<file path="src/rtl/tlec_pkg.sv">
// Shared constants, configuration and control types for the two-level cache controller.
`timescale 1ns / 1ps
`default_nettype none
package tlec_pkg;

  localparam int FIELD_W = 48;
  localparam int STAMP_W = 32;
  localparam int CFG_IDX_W = 3;
  localparam int CFG_DATA_W = 4;

  localparam int DEF_FIRST_SETS = 64;
  localparam int DEF_FIRST_WAYS = 8;
  localparam int DEF_SECOND_SETS = 256;
  localparam int DEF_SECOND_WAYS = 8;
  localparam int DEF_ADDRESS_BITS = 48;

  // masked set-index widths before reduction to the set count
  localparam int L1_MIDX_W = 7;
  localparam int L2_MIDX_W = 15;

  localparam logic [CFG_IDX_W-1:0] REG_OFFSET_BITS   = 3'd0;
  localparam logic [CFG_IDX_W-1:0] REG_L1_INDEX_BITS = 3'd1;
  localparam logic [CFG_IDX_W-1:0] REG_L1_WAYS       = 3'd2;
  localparam logic [CFG_IDX_W-1:0] REG_L1_USE_LRU    = 3'd3;
  localparam logic [CFG_IDX_W-1:0] REG_L2_INDEX_BITS = 3'd4;
  localparam logic [CFG_IDX_W-1:0] REG_L2_WAYS       = 3'd5;
  localparam logic [CFG_IDX_W-1:0] REG_L2_USE_LRU    = 3'd6;

  typedef struct packed {
    logic [3:0] offset_bits;
    logic [2:0] l1_index_bits;
    logic [3:0] l1_ways;
    logic       l1_use_lru;
    logic [3:0] l2_index_bits;
    logic [3:0] l2_ways;
    logic       l2_use_lru;
  } tlec_cfg_t;

  localparam tlec_cfg_t CFG_RESET = '{
    offset_bits:   4'd6,
    l1_index_bits: 3'd6,
    l1_ways:       4'd8,
    l1_use_lru:    1'b1,
    l2_index_bits: 4'd8,
    l2_ways:       4'd8,
    l2_use_lru:    1'b1
  };

  typedef struct packed {
    logic clr_wr;
    logic load;
    logic sel_victim;
    logic rd_main;
    logic look;
    logic pick;
    logic fill;
    logic rd_vic;
    logic vlook;
    logic vwr;
    logic res_load;
  } tlec_cmd_t;

  typedef struct packed {
    logic clr_last;
    logic hit1;
    logic moved;
    logic out_free;
  } tlec_sts_t;

endpackage
`default_nettype wire

</file>
<file path="src/rtl/tlec_ctrl.sv">
// Sequencer for one cache access: clear pass, lookup, fill, victim move, result.
`timescale 1ns / 1ps
`default_nettype none
module tlec_ctrl
  import tlec_pkg::*;
(
  input  wire logic      clk,
  input  wire logic      rst,
  input  wire logic      in_valid,
  output logic           in_ready,
  input  wire tlec_sts_t sts,
  output tlec_cmd_t      cmd
);
  localparam logic [3:0] S_CLR   = 4'd0;
  localparam logic [3:0] S_IDLE  = 4'd1;
  localparam logic [3:0] S_RA    = 4'd2;
  localparam logic [3:0] S_RB    = 4'd3;
  localparam logic [3:0] S_RD    = 4'd4;
  localparam logic [3:0] S_LOOK  = 4'd5;
  localparam logic [3:0] S_PICK  = 4'd6;
  localparam logic [3:0] S_FILL  = 4'd7;
  localparam logic [3:0] S_VB    = 4'd8;
  localparam logic [3:0] S_VRD   = 4'd9;
  localparam logic [3:0] S_VLOOK = 4'd10;
  localparam logic [3:0] S_VWR   = 4'd11;
  localparam logic [3:0] S_FIN   = 4'd12;

  logic [3:0] state;
  logic [3:0] state_next;

  always_ff @(posedge clk) begin
    if (rst) begin
      state <= S_CLR;
    end else begin
      state <= state_next;
    end
  end

  always_comb begin
    state_next = state;
    cmd = '0;
    in_ready = 1'b0;
    case (state)
      S_CLR: begin
        cmd.clr_wr = 1'b1;
        if (sts.clr_last) state_next = S_IDLE;
      end
      S_IDLE: begin
        in_ready = 1'b1;
        if (in_valid) begin
          cmd.load = 1'b1;
          state_next = S_RA;
        end
      end
      S_RA: state_next = S_RB;
      S_RB: state_next = S_RD;
      S_RD: begin
        cmd.rd_main = 1'b1;
        state_next = S_LOOK;
      end
      S_LOOK: begin
        cmd.look = 1'b1;
        state_next = S_PICK;
      end
      S_PICK: begin
        cmd.pick = 1'b1;
        state_next = sts.hit1 ? S_FIN : S_FILL;
      end
      S_FILL: begin
        cmd.fill = 1'b1;
        cmd.sel_victim = 1'b1;
        state_next = sts.moved ? S_VB : S_FIN;
      end
      S_VB: begin
        cmd.sel_victim = 1'b1;
        state_next = S_VRD;
      end
      S_VRD: begin
        cmd.rd_vic = 1'b1;
        state_next = S_VLOOK;
      end
      S_VLOOK: begin
        cmd.vlook = 1'b1;
        state_next = S_VWR;
      end
      S_VWR: begin
        cmd.vwr = 1'b1;
        state_next = S_FIN;
      end
      S_FIN: begin
        if (sts.out_free) begin
          cmd.res_load = 1'b1;
          state_next = S_IDLE;
        end
      end
      default: state_next = S_IDLE;
    endcase
  end
endmodule
`default_nettype wire

</file>
<file path="config.mk">
export PLATFORM = sky130hd
export DESIGN_NAME = tlec_ctrl
export DESIGN_NICKNAME = d
export VERILOG_FILES = /design/src/rtl/tlec_pkg.sv /design/src/rtl/tlec_ctrl.sv
export SDC_FILE = /design/constraint.sdc
export NUM_CORES = 1
export LEC_CHECK = 0
export BUFFER_PORTS_ARGS = -buffer_cell sky130_fd_sc_hd__buf_2
export CAP_MARGIN = 20
export CORE_AREA = 5 5 42 44
export DETAILED_ROUTE_END_ITERATION = 7
export DIE_AREA = 0 0 47 49
export HOLD_SLACK_MARGIN = 0.08
export PLACE_DENSITY_LB_ADDON = 0.08
export SLEW_MARGIN = 40
export SYNTH_ARGS = -nofsm -noshare
export SYNTH_HDL_FRONTEND = slang
export SYNTH_SLANG_ARGS = --single-unit
</file>
<file path="constraint.sdc">
create_clock -name clk -period 2 [get_ports clk]
set_clock_uncertainty 0.05 [all_clocks]
set_input_delay 0.3 -clock clk [delete_from_list [all_inputs] [get_ports clk]]
set_output_delay 0.3 -clock clk [all_outputs]
set_load 0.01 [all_outputs]
</file>
# After elaboration in Yosys (flattened, before gate mapping)
# Cells that the tools add are included.
# totals
register_bits	4
inputBits	7
out_inout_bits	12
# op_classes
eq_ne	15
mux	20
n_reduce_logical	3
# op_table
cell	count
case mux 4 bit (13 select lines)	1
== test 4 bit (second input constant)	5
== test 4 x 3 -> 1 bit (second input constant)	4
two-way mux 4 bit	4
two-way mux 1 bit	14
== test 4 x 2 -> 1 bit (second input constant)	2
inequality test 2 bit (second input constant)	3
== test 4 x 1 -> 1 bit (second input constant)	1
logical NOT 4 bit	1
two-way mux 3 bit	1
AND reduction 3 bit	1
OR reduction 2 bit	1

# Logic depth before layout (Yosys ltp)
# depth
word_depth	3
depth_mapped	7

# Worst setup path before layout
# Ideal clock, no wire load.
# synth_timing
kind	register -> register
start	register state[2]
end	register state[2]
arrival_ns	1.533
slack_ns	0.347
path_stages_with_launch	8
n_path_buf	1
path_cell_list	dfxtp_1 -> inv_1 -> ha_1 -> buf_4 -> nand2b_2 -> a21boi_4 -> or4_1 -> a21oi_1
# synth_between
elab_chain_len	3
# synth_rtl
element	line	source
start, declared	tlec_ctrl.sv:28	logic [3:0] state;
start signal, assigned	tlec_ctrl.sv:35	state <= state_next;
== test 4 bit (tied with other cells)	tlec_ctrl.sv:43	case (state)
inequality test 2 bit (no source line)	n/a	
AND reduction 3 bit (no source line)	n/a	
# Several ways; a longest one is shown, not always the timed one.
# A chain may end at the register's enable or synchronous reset.

==> results list <==
* Number of antenna violations at the first check in global routing: 0
- The finished cells cover about 600 um2.
* Mapped Nets: 72
- STA puts the critical path data arrival time at 1.51 ns.
- Maximum number of pins on one net before global-route repair: 14
- Clock transition at path regs: 0.04 ns
- Area occupied by multi-input gates: 352 um2
* Ratio of cells with drive above 1 in the final layout: 38.0%
* Cell area after synthesis: between 400 and 500 um2
- From synthesis to final layout, the design area changed by 25.9%.
* Core Region: 1400 um2
- By area, the combinational part of the netlist is dominated by simple AND/OR/NAND/NOR gates.
- Fillcell total: 165
* Skew-Pair Late Insertion Delay: between 0.2 and 0.25 ns
- In this run the worst path has a maximum fanout of 8.
- Final max-slew violation count: 0
- Required time at the endpoint of the critical path: between 1.5 and 2 ns
- Path type of the worst setup path: flop to output port
* Count of endpoints failing setup in the final report: 0
* Yosys synthesis warning count: 0
- Residual DRC: 0
- Top flip-flop cell by instance count after synthesis: sky130_fd_sc_hd__dfxtp_1
- Combinational power share: a little over a quarter
- The final route contains roughly 480 vias.
- Net switching is roughly 28% of the power.
* Remaining global-route overflow: 0
* Critical Path Start Type: flop
- Dividing the detail-routed wire length by the instance count gives approximately 11 um.
* Post-Place Cell Area: 561 um2
- Clock tree synthesis inserted a total of 3 buffers.
- CTS resizes: 0
- Of the total power, registers draw ~36%.
- Clock Path Buffers: 2
- Buffers inserted to repair hold after CTS numbered 0.
* Antenna-violating nets left: 0
* Site Rows: 14
- For this block, the routed nets add up to between 1000 and 1500 um of wire.
- Summed over all failing endpoints, the final setup total negative slack is 0 ns.
- Run status: finished, final reports clean
* Num ports: 19
- Summing the areas of all fa, ha and maj instances in the mapped netlist gives between 10% and 20% of the synthesized area.
- Fraction of the yosys area taken by sequential cells: 17.3%
- Clock root buffer master: sky130_fd_sc_hd__clkbuf_4
* Number of nets in the layout: 93
- The slowest stage of the critical path is the sky130_fd_sc_hd__dfxtp_1 cell.
* Crit end category: output port
- Avg Inst Size Synth: around 7.7 um2
- Timing would allow up to between 0.5 and 0.6 GHz.
- Once routing completed, OpenROAD measured the worst setup slack at ~0.14 ns.
- Dominant cell type by area after synthesis: sky130_fd_sc_hd__dfxtp_1
- Crit path max-delay family: flip-flops
* Post-synthesis async set-or-reset flop share: 0%
- Hpwl dp: ~860 um
- Fin cells: 95
* Buffers & Inverters on Critical Path: 2
- Max-cap violations in this run came to 0.
- In this run the horizontal extent of the chip is 47 um.
- Number of flip-flops under the largest register name: 4
- For this run, the detailed router's first-pass iteration total came to 2.
* Power density normalized to cell area: ~440 nW/um2
* Clock share of power: 37.3%
- Synthesis handed over a netlist of 60 instances.
- Across the VDD grid, the largest voltage drop is 0.307 mV.
- In the final layout, the registers with the most flip-flops are state x4.
* Share of the synthesized area in the top cell type: 17.3%
* Power Internal: approximately 0.00019 W
- For the pin with the worst max-slew slack, the measured transition is 0.416 ns.
- Number of flops mapped to enable cells by yosys: 0
- Largest cells by area after synthesis: sky130_fd_sc_hd__dfxtp_1 (17%), sky130_fd_sc_hd__ha_1 (14%), sky130_fd_sc_hd__and2_1 (5.4%)
* Final hold violation count: 0
- The synthesized netlist contains 32 unique library cells.
- Register bank with the most flops: state
- In the layout the commonest cells are sky130_fd_sc_hd__buf_2 (18), sky130_fd_sc_hd__nor2_1 (6), sky130_fd_sc_hd__ha_1 (5), sky130_fd_sc_hd__and2_1 (4), sky130_fd_sc_hd__dfxtp_1 (4).
- Htree depth: 1
* Num Clock Sinks: 4
- Placement-stage worst setup slack: around 0.24 ns
- The largest single stage delay on the critical path is roughly 0.38 ns.
* Number of port buffers: 18
- Most frequent standard cell in the layout excluding fill and tap cells: sky130_fd_sc_hd__buf_2
- Average vias per placed instance: around 5.0
- For this design the static power due to leakage is between 0.3 and 0.4 nW.
- 0 antenna diodes ended up in the layout.
- Period Utilization, post-route: 92.9%
- Series of cell instances along the critical path: inv_1, ha_1, and3_1, a21o_2, buf_2
- Wire length of the first global-routing pass: between 1500 and 2000 um
- In this run, the number of DRC markers left after iteration 0 of detailed routing was 7.
- The floorplan step defined a die boundary enclosing about 2300 um2.
- Subtracting the final worst setup slack from the clock period gives around 1.9 ns.
- Global routing used about a tenth of the available tracks.
* Worst hold path class: input port to flop
* Register Area: 80.1 um2
- Via count of the first global-routing pass: around 430
- Synthesized-area fraction occupied by ao, oa, aoi and oai cells: 23.0%
- Max-slew headroom: just over 70%
* Net Sw Power: roughly 0.000073 W
- Placer Congestion: roughly 0.68
- In this run, synthesis produced a sequential element count of 4.
- Setup repair after global routing left no endpoint under its margin.
- TritonCTS clock tree: built
- Xor and xnor fraction of the mapped netlist area: 0%
- Total placed cells including tap cells: slightly above 90
- Buffers added to address setup during post-CTS repair amount to 0.
* Chip Height: approximately 50 um
* Effective utilization at floorplan: between 30 and 40%
- Multiplexer cells account for 0% of the synthesized area.
- Fraction of the mapped netlist area in simple logic gates: around 39%
[power by group through the flow]
stage                     clock [W]  sequential (W)  combinational [W]
final                     0.0000964       0.0000941          0.0000679
after global routing       0.000108       0.0000955          0.0000757
after CTS                  0.000103       0.0000941          0.0000689
after detailed placement          0       0.0000953          0.0000688
after global placement            0       0.0000952          0.0000706
after floorplan                   0       0.0000875          0.0000556
[layout make-up]
type / count / area share [%]
Clock buffer: 3 / 3.86
Sequential cell: 4 / 13.7
Tap cell: 16 / 3.43
Multi-Input combinational cell: 50 / 60.3
Timing Repair Buffer: 19 / 16.7
Inverter: 3 / 1.93
[cell usage after synthesis, drive strengths merged, types with 2 or more instances]
library cell and count:
ha 5, nand2 4, or4 2, and2 6
inv 3, and3 4, nor2 6, buf 3
dfxtp 4, o21ai 2, o21a 2, a21oi 3
[worst paths after layout]
kind	cells past startpoint	end	startpoint	slack, ns
worst max-delay path	5	cmd[8]	state[3]$_SDFFE_PP0P_	0.14
worst min-delay path	2	state[2]$_SDFFE_PP0P_	rst	0.23
worst max register to register	6	state[2]$_SDFFE_PP0P_	state[2]$_SDFFE_PP0P_	0.23
worst min register to register	2	state[2]$_SDFFE_PP0P_	state[2]$_SDFFE_PP0P_	0.47
[logic make-up after synthesis]
| family | count (synthesis) |
|---|---|
| fa+ha+maj | 5 |
| simple gates | 31 |
| buf+inv | 6 |
| compound gates | 14 |
| flops | 4 |
[routing by layer]
| layer | up-vias | share of wire, % | GRT usage (%) |
|---|---|---|---|
| met1 | 220 | 46 | 11.8 |
| met3 | 0 | 5.0 | 4.43 |
| li1 | 250 | - | - |
| met4 | 0 | 0 | 1.38 |
| met5 | - | 0 | 0 |
| met2 | 7 | 49 | 16.3 |
[through the flow]
stage / total power (W) / hold slack (ns) / utilization [%]
2_1_floorplan: 0.000143 / 0.319 / -
3_3_place_gp: 0.000166 / 0.454 / 40.0
6_report: 0.000258 / 0.228 / 41.6
4_1_cts: 0.000266 / 0.215 / 41.6
3_5_place_dp: 0.000164 / 0.461 / 40.0
5_1_grt: 0.000280 / 0.217 / 41.6
No activity file was read; power rests on OpenSTA's default activity.
